[src/rtl/pts_pkg.sv]
// Shared types and codes for the priority task scheduler.
package pts_pkg;

  typedef enum logic [2:0] {
    KIND_CREATE = 3'd0,
    KIND_START  = 3'd1,
    KIND_SWITCH = 3'd2,
    KIND_DELAY  = 3'd3,
    KIND_WAIT   = 3'd4,
    KIND_SIGNAL = 3'd5,
    KIND_WAKE   = 3'd6,
    KIND_BAD    = 3'd7
  } kind_t;

  typedef enum logic [2:0] {
    ST_SUSPENDED = 3'd0,
    ST_RUNNING   = 3'd1,
    ST_DELAY     = 3'd2,
    ST_EVENT     = 3'd3,
    ST_READY     = 3'd4
  } task_state_t;

  typedef enum logic [1:0] {
    FSM_IDLE,
    FSM_SCAN,
    FSM_DONE
  } fsm_t;

  localparam int unsigned TickW = 32;
  localparam int unsigned SlotFieldW = 3;

endpackage

[src/rtl/pts_cell.sv]
// One slot cell: passes the better of its slot and the incoming best to its neighbor.
module pts_cell #(
  parameter int unsigned SLOT_ID = 1,
  parameter int unsigned SW = 3,
  parameter int unsigned PW = 8
) (
  input  logic          clk,
  input  logic          elig,
  input  logic [PW-1:0] prio,
  input  logic [SW-1:0] rank,
  input  logic          scan_en,
  input  logic          best_in_vld,
  input  logic [SW-1:0] best_in,
  input  logic [PW-1:0] best_in_prio,
  input  logic [SW-1:0] best_in_rank,
  output logic          best_vld,
  output logic [SW-1:0] best,
  output logic [PW-1:0] best_prio,
  output logic [SW-1:0] best_rank
);
  logic take;

  // best_in_vld low means idle is current best: tie goes to the real task
  assign take = elig && (!best_in_vld ? (prio >= best_in_prio) :
                ((prio > best_in_prio) || (prio == best_in_prio && rank < best_in_rank)));

  always_ff @(posedge clk) begin
    if (scan_en) begin
      best_vld  <= best_in_vld || take;
      best      <= take ? SW'(SLOT_ID) : best_in;
      best_prio <= take ? prio : best_in_prio;
      best_rank <= take ? rank : best_in_rank;
    end
  end
endmodule

[src/rtl/priority_task_scheduler.sv]
// Top level of the priority task scheduler.
// Each request gives one response. Create, start, signal, wake and bad
// requests pass straight through the scan state; switch, delay and wait stay
// in it for the priority scan through the row of slot cells, one cell per cycle.
// One request is handled at a time; the response sits in an output register.
module priority_task_scheduler #(
  parameter int unsigned TASK_SLOTS = 8,
  parameter int unsigned PRIORITY_BITS = 8,
  parameter int unsigned EVENT_BITS = 16
) (
  input  logic        clk,
  input  logic        rst,
  input  logic        s_tvalid,
  output logic        s_tready,
  // kind[2:0], task_slot[5:3], task_priority_in[13:6], delay_ticks[45:14],
  // event_bits[61:46], zero[63:62]
  input  logic [63:0] s_tdata,
  output logic        m_tvalid,
  input  logic        m_tready,
  // active_slot[2:0], tick_now[34:3], active_events[50:35], bad_request[51],
  // zero[55:52]
  output logic [55:0] m_tdata
);
  import pts_pkg::*;

  localparam int unsigned SW = $clog2(TASK_SLOTS);
  localparam int unsigned PW = PRIORITY_BITS;
  localparam int unsigned EW = EVENT_BITS;
  localparam int unsigned CW = $clog2(TASK_SLOTS + 1);

  task_state_t      slot_state [TASK_SLOTS];
  logic [PW-1:0]    slot_priority [TASK_SLOTS];
  logic [TickW-1:0] wake_time [TASK_SLOTS];
  logic [EW-1:0]    wait_mask [TASK_SLOTS];
  logic [EW-1:0]    pending_events [TASK_SLOTS];
  logic [SW-1:0]    creation_rank [TASK_SLOTS];
  logic [TASK_SLOTS-1:0] slot_used;
  logic [SW-1:0]    running_slot;
  logic [TickW-1:0] tick_counter;
  logic [SW-1:0]    newest_slot;

  fsm_t state, state_next;
  logic [CW-1:0] scan_cnt;

  logic [2:0]       req_kind;
  logic [SlotFieldW-1:0] req_slot;
  logic [PW-1:0]    req_prio;
  logic [TickW-1:0] req_dly;
  logic [EW-1:0]    req_bits;
  logic             req_bad;
  logic [SW-1:0]    rs;
  logic             slot_ok;

  logic [SW-1:0]    out_slot;
  logic [TickW-1:0] out_tick;
  logic [EW-1:0]    out_events;
  logic             out_bad;

  logic [TASK_SLOTS-1:0] elig;
  logic [TASK_SLOTS-1:0]         c_vld;
  logic [TASK_SLOTS-1:0][SW-1:0] c_best, c_rank;
  logic [TASK_SLOTS-1:0][PW-1:0] c_prio;
  logic [CW-1:0] used_cnt;

  assign s_tready = (state == FSM_IDLE) && !m_tvalid;
  assign rs = SW'(req_slot);
  assign slot_ok = (32'(req_slot) < TASK_SLOTS) && (req_slot != '0);

  always_comb begin
    used_cnt = '0;
    for (int i = 0; i < TASK_SLOTS; i++) used_cnt = used_cnt + CW'(slot_used[i]);
  end

  always_comb begin
    for (int i = 0; i < TASK_SLOTS; i++)
      elig[i] = slot_used[i] && ((slot_state[i] == ST_READY) ||
                (slot_state[i] == ST_DELAY && wake_time[i] <= tick_counter));
  end

  // cell 0 seeds the chain with idle (priority of slot 0)
  assign c_vld[0]  = 1'b0;
  assign c_best[0] = '0;
  assign c_prio[0] = slot_priority[0];
  assign c_rank[0] = '0;

  for (genvar g = 1; g < TASK_SLOTS; g++) begin : g_cell
    pts_cell #(.SLOT_ID(g), .SW(SW), .PW(PW)) u_cell (
      .clk, .elig(elig[g]), .prio(slot_priority[g]), .rank(creation_rank[g]),
      .scan_en(state == FSM_SCAN && scan_cnt == CW'(g)),
      .best_in_vld(c_vld[g-1]), .best_in(c_best[g-1]),
      .best_in_prio(c_prio[g-1]), .best_in_rank(c_rank[g-1]),
      .best_vld(c_vld[g]), .best(c_best[g]),
      .best_prio(c_prio[g]), .best_rank(c_rank[g])
    );
  end

  always_comb begin
    state_next = state;
    unique case (state)
      FSM_IDLE: if (s_tvalid && s_tready) state_next = FSM_SCAN;
      FSM_SCAN: begin
        if (req_kind != KIND_SWITCH && req_kind != KIND_DELAY && req_kind != KIND_WAIT)
          state_next = FSM_DONE;
        else if (scan_cnt == CW'(TASK_SLOTS - 1)) state_next = FSM_DONE;
      end
      FSM_DONE: state_next = FSM_IDLE;
      default:  state_next = FSM_IDLE;
    endcase
  end

  always_ff @(posedge clk) begin
    if (rst) state <= FSM_IDLE;
    else state <= state_next;
  end

  always_ff @(posedge clk) begin
    if (s_tvalid && s_tready) begin
      req_kind <= s_tdata[2:0];
      req_slot <= s_tdata[5:3];
      req_prio <= PW'(s_tdata[13:6]);
      req_dly  <= s_tdata[45:14];
      req_bits <= EW'(s_tdata[61:46]);
    end
  end

  always_ff @(posedge clk) begin
    if (rst) begin
      for (int i = 0; i < TASK_SLOTS; i++) begin
        slot_state[i] <= ST_SUSPENDED;
        slot_priority[i] <= '0;
        wake_time[i] <= '0;
        wait_mask[i] <= '0;
        pending_events[i] <= '0;
        creation_rank[i] <= '0;
      end
      slot_state[0] <= ST_READY;
      slot_used <= TASK_SLOTS'(1);
      running_slot <= '0;
      tick_counter <= '0;
      newest_slot <= '0;
      scan_cnt <= '0;
      req_bad <= 1'b0;
      m_tvalid <= 1'b0;
    end else begin
      if (m_tvalid && m_tready) m_tvalid <= 1'b0;
      if (s_tvalid && s_tready) scan_cnt <= '0;
      if (state == FSM_SCAN) begin
        scan_cnt <= scan_cnt + 1'b1;
        if (scan_cnt == '0) begin
          req_bad <= 1'b0;
          unique case (req_kind)
            KIND_CREATE: begin
              if (!slot_ok) req_bad <= 1'b1;
              else begin
                if (!slot_used[rs]) begin
                  creation_rank[rs] <= SW'(used_cnt);
                  slot_used[rs] <= 1'b1;
                end
                slot_priority[rs] <= req_prio;
                slot_state[rs] <= ST_READY;
                wake_time[rs] <= '0;
                wait_mask[rs] <= '0;
                pending_events[rs] <= '0;
                newest_slot <= rs;
              end
            end
            KIND_START: begin
              if (slot_state[running_slot] == ST_RUNNING)
                slot_state[running_slot] <= ST_READY;
              slot_state[newest_slot] <= ST_RUNNING;
              running_slot <= newest_slot;
            end
            KIND_SWITCH: begin
              if (slot_state[running_slot] == ST_RUNNING)
                slot_state[running_slot] <= ST_READY;
              tick_counter <= tick_counter + 1'b1;
            end
            KIND_DELAY: begin
              wake_time[running_slot] <= tick_counter + req_dly;
              slot_state[running_slot] <= ST_DELAY;
              tick_counter <= tick_counter + 1'b1;
            end
            KIND_WAIT: begin
              wait_mask[running_slot] <= req_bits;
              pending_events[running_slot] <= pending_events[running_slot] & ~req_bits;
              slot_state[running_slot] <= ST_EVENT;
              tick_counter <= tick_counter + 1'b1;
            end
            KIND_SIGNAL: begin
              if (!slot_ok || !slot_used[rs]) req_bad <= 1'b1;
              else begin
                pending_events[rs] <= pending_events[rs] | req_bits;
                if ((req_bits & wait_mask[rs]) != '0) slot_state[rs] <= ST_READY;
              end
            end
            KIND_WAKE: begin
              if (32'(req_slot) >= TASK_SLOTS || !slot_used[rs]) req_bad <= 1'b1;
              else wake_time[rs] <= '0;
            end
            default: req_bad <= 1'b1;
          endcase
        end
      end
      if (state == FSM_DONE) begin
        if (req_kind == KIND_SWITCH || req_kind == KIND_DELAY || req_kind == KIND_WAIT) begin
          running_slot <= c_best[TASK_SLOTS-1];
          slot_state[c_best[TASK_SLOTS-1]] <= ST_RUNNING;
        end
        m_tvalid <= 1'b1;
      end
    end
  end

  always_ff @(posedge clk) begin
    if (state == FSM_DONE) begin
      out_bad  <= req_bad;
      out_tick <= tick_counter;
      if (req_kind == KIND_SWITCH || req_kind == KIND_DELAY || req_kind == KIND_WAIT) begin
        out_slot   <= c_best[TASK_SLOTS-1];
        out_events <= pending_events[c_best[TASK_SLOTS-1]];
      end else begin
        out_slot   <= running_slot;
        out_events <= pending_events[running_slot];
      end
    end
  end

  always_comb begin
    m_tdata = '0;
    m_tdata[2:0]   = 3'(out_slot);
    m_tdata[34:3]  = out_tick;
    m_tdata[50:35] = 16'(out_events);
    m_tdata[51]    = out_bad;
  end

`ifndef SYNTHESIS
  a_no_accept_busy: assert property (@(posedge clk) disable iff (rst)
    (state != FSM_IDLE) |-> !s_tready) else $error("accept while busy");
  a_done_gives_resp: assert property (@(posedge clk) disable iff (rst)
    (state == FSM_DONE) |=> m_tvalid) else $error("missing response");
  a_idle_used: assert property (@(posedge clk) disable iff (rst)
    slot_used[0]) else $error("idle slot lost");
  a_tick_steps: assert property (@(posedge clk) disable iff (rst)
    (state == FSM_IDLE) |=> (tick_counter == $past(tick_counter)))
    else $error("tick moved while idle");
`endif
endmodule

[config.mk]
export PLATFORM = sky130hd
export DESIGN_NAME = priority_task_scheduler
export DESIGN_NICKNAME = d
export VERILOG_FILES = /design/src/rtl/pts_pkg.sv /design/src/rtl/pts_cell.sv /design/src/rtl/priority_task_scheduler.sv
export SDC_FILE = /design/constraint.sdc
export NUM_CORES = 2
export LEC_CHECK = 0
export BUFFER_PORTS_ARGS = -buffer_cell sky130_fd_sc_hd__buf_2
export CORE_ASPECT_RATIO = 1.2
export CORE_UTILIZATION = 45
export CTS_CLUSTER_DIAMETER = 80
export CTS_CLUSTER_SIZE = 20
export DETAILED_ROUTE_END_ITERATION = 12
export PLACE_DENSITY_LB_ADDON = 0.05
export SYNTH_ARGS = -nofsm -noshare
export SYNTH_HDL_FRONTEND = slang
export SYNTH_SLANG_ARGS = --single-unit
[constraint.sdc]
create_clock -name clk -period 3.9 [get_ports clk]
set_input_delay 0.39 -clock clk [delete_from_list [all_inputs] [get_ports clk]]
set_output_delay 0.39 -clock clk [all_outputs]
set_load 0.01 [all_outputs]
==> out/results.txt <==
Area delta synth->final -> 11.91%
Hold Path Class -> input pin to register
Sequential share of power -> 0.581
Synthesis-stage register bit count -> 851
Synth top cells by count -> edfxtp_1 (767), nor2_1 (603), ha_1 (330)
Share of cells above drive strength 1 -> 0.1537
CTS max path bufs -> 3
IO Pins -> 126
Drt first pass iters -> 5
Post-route clock period utilization -> 0.9362
Detail Route Antenna Nets -> 0
Cell taking the most area after synthesis -> edfxtp_1
Yosys warns -> 0
First-pass GRT wire length -> 190.8 mm
Routed vias/inst -> 5.780
Top cells by area, synth -> edfxtp_1 (52%), ha_1 (9.4%), mux4_2 (6.6%)
Pint -> 13.60 mW
DP HPWL -> 92.06 mm
Setup ws final -> 249.0 ps
Worst EP arrival -> 4030 ps
Pre-CTS WS -> -57.09 ps
Synth Cell Area -> 0.04403 sq mm
Total Power -> 17.94 mW
CTS Root Cell -> clkbuf_16
TritonCTS Buffers -> 52
Worst-path clk slew -> 90 ps
Largest net degree at the start of global routing -> 61
Synth cell types -> 89
Via count -> 29580
Die height -> 344.7 um
DRC violations left -> 0
Critical path type -> register to register
Peak VDD IR -> 321.4 uV
Max_cap viols -> 0
Combinational fraction of design power -> 0.091
Crit start category -> register
Clock Latency Late Sink -> 650 ps
Slew headroom -> 0.2942
Initial antenna violation count -> 7
Clock power share -> 0.329
Highest Clock Rate -> 273.9 MHz
Placer Congestion -> 0.8577
H-tree depth -> 2
Sw Pwr -> 4.346 mW
Die X -> 287.6 um
WL/cell -> 25.09 um
Critical-path maximum fanout -> 8
CP endpoint kind -> register
Fin util -> 0.5090
Layout net count -> 4205
Area of the multi-input gates -> 0.01820 sq mm
P per Cell Area -> 364.1 mW/mm^2
Routed Wire Length -> 128.4 mm
Top cell type's share of synthesized area -> 0.5231
Site row count -> 125
Sw Ratio -> 0.2422
Leak pwr -> 18.31 nW
EDFF count, synth -> 767
Worst Tran Pin Value -> 1052 ps
All-Layer GR Usage -> 0.2608
Initial DRC Count -> 2182
Core area -> 0.09681 sq mm
Crit path time final -> 3651 ps
Starting Density -> 0.4548
Final setup fails -> 0
Unrepaired setup endpoints after global routing -> no
TritonCTS clock tree -> done
Synth Area per Inst -> 12.48 sq um
FF/Latch Area -> 0.02472 sq mm
Req. time, crit path -> 4280 ps
Most used DFF post-synth -> edfxtp_1
DIE AREA -> 0.09911 sq mm
Most numerous cell in the Yosys netlist -> edfxtp_1
Worst Clk Skew -> 21.62 ps
Slew Limit Fails -> 0
Vias in the first global route -> 30230
Async S/R FF share, synth -> 0
PortBufs -> 119
Fillers -> 8382
Gr ovfl total -> 0
Outcome -> completed
Register area share after synthesis -> 0.5613
Synth Instances -> 3529
Final Hold Viols -> 0
Clock sinks -> 851
[metal layers]
metal	global-route usage	vias to the layer above	share of wire
met5	0	-	0
met4	0.07402	0	0.029
met3	0.02810	155	0.053
met2	0.4729	872	0.52
met1	0.3274	14890	0.40
li1	-	13660	-
[what timing repair did]
item / CTS / global route
endpoints found under the setup margin: 8 / 15
hold buffers: 63 / 0
buffers inserted: 0 / 0
resized for setup: 1 / 2
hold endpoints to repair: 63 / 0
[per-stage QoR]
step	cell area [sq um]	hold WS, ps	TNS (ps)	cells
finish	49280	359.1	0	5117
global route	49270	346.3	0	5116
CTS	49260	315.8	0	5114
detailed placement	47020	419.2	-357.4	4955
global placement	47020	415.7	-695.9	4955
floorplan	44070	409.0	0	3540
[sequential cells by signal, indices dropped and copies added, names as in the netlist, 8 cells and up, named ones only]
| signal | flops |
|---|---|
| pending_events | 128 |
| creation_rank | 21 |
| req_bits | 16 |
| slot_used | 8 |
| out_tick | 32 |
| req_dly | 32 |
| out_events | 16 |
| g_cell.u_cell.best_prio | 48 |
| g_cell.u_cell.best | 16 |
| g_cell.u_cell.best_rank | 18 |
| tick_counter | 32 |
| slot_state | 24 |
| req_prio | 8 |
| slot_priority | 64 |
| wake_time | 224 |
| wait_mask | 128 |
[kinds of logic after synthesis]
| kind of cell | count (synthesis) | synth area share |
|---|---|---|
| AO/OA/AOI/OAI | 532 | 0.07971 |
| other | 1 | 0.00008516 |
| AND/OR/NAND/NOR | 1216 | 0.1272 |
| adder cells (fa/ha/maj) | 335 | 0.09604 |
| buffers and inverters | 289 | 0.02717 |
| multiplexers | 250 | 0.09744 |
| XOR/XNOR | 55 | 0.01111 |
| flip-flops | 851 | 0.5613 |
[path summary, 6_finish.rpt]
path,end,cells after the start,slack (ps),from
max,wake_time[5][25]$_SDFFCE_PN0P_,12,250,tick_counter[1]$_SDFFE_PP0P_
min,m_tvalid$_SDFFE_PP0P_,3,360,rst
max reg2reg,wake_time[5][25]$_SDFFCE_PN0P_,12,250,tick_counter[1]$_SDFFE_PP0P_
min reg2reg,out_bad$_DFFE_PP_,0,450,req_bad$_SDFFE_PP0P_
[power groups by stage]
stage          sequential, mW  combinational, mW  clock [mW]
2_1_floorplan            10.5               1.02           0
3_3_place_gp             10.6               1.55           0
3_5_place_dp             10.6               1.58           0
4_1_cts                  10.4               1.64        6.05
5_1_grt                  10.5               1.77        6.32
6_report                 10.4               1.63        5.89
[worst max-delay path, cell delays in order (launching register included)]
cell	delay, ps
dfxtp_1	540
ha_1	300
a21oi_1	210
nand4b_1	210
a211oi_1	120
buf_4	180
or4b_1	550
a21oi_1	310
o21ai_1	210
a41oi_1	310
xor2_1	190
buf_4	200
nor2_1	50
[cell usage in the layout, fill, tap and decap left out, drive strengths merged, types with 9 or more instances in the layout]
master	synthesis	routed
edfxtp	767	767
nor2	615	615
ha	330	330
buf	50	284
nand2	173	173
inv	150	156
mux4	132	132
a21oi	130	130
o21ai	119	119
a21o	100	100
nand3	85	85
dfxtp	84	84
clkbuf	89	82
mux2	76	76
and2	71	71
dlygate4sd3	0	63
nor2b	60	60
nand4	58	58
mux2i	42	42
xnor2	41	41
a211oi	39	39
nor3	38	38
nand2b	32	32
o21a	22	22
and3	19	19
nor4	16	16
o32a	16	16
a31oi	15	15
xor2	14	14
or2	13	13
o211ai	12	12
conb	1	12
nand3b	10	10
nor3b	9	9
a22oi	9	9
[cell type report]
| type | instances | area share |
|---|---|---|
| clock buffers | 82 | 0.02999 |
| inverters | 150 | 0.01143 |
| well taps | 1270 | 0.03225 |
| diodes | 3 | 0.0001523 |
| multi-input cells | 2400 | 0.3692 |
| flip-flops and latches | 851 | 0.5017 |
| clock inverters | 14 | 0.002615 |
| repair buffers | 347 | 0.05261 |
(Power assumes the default switching activity.)
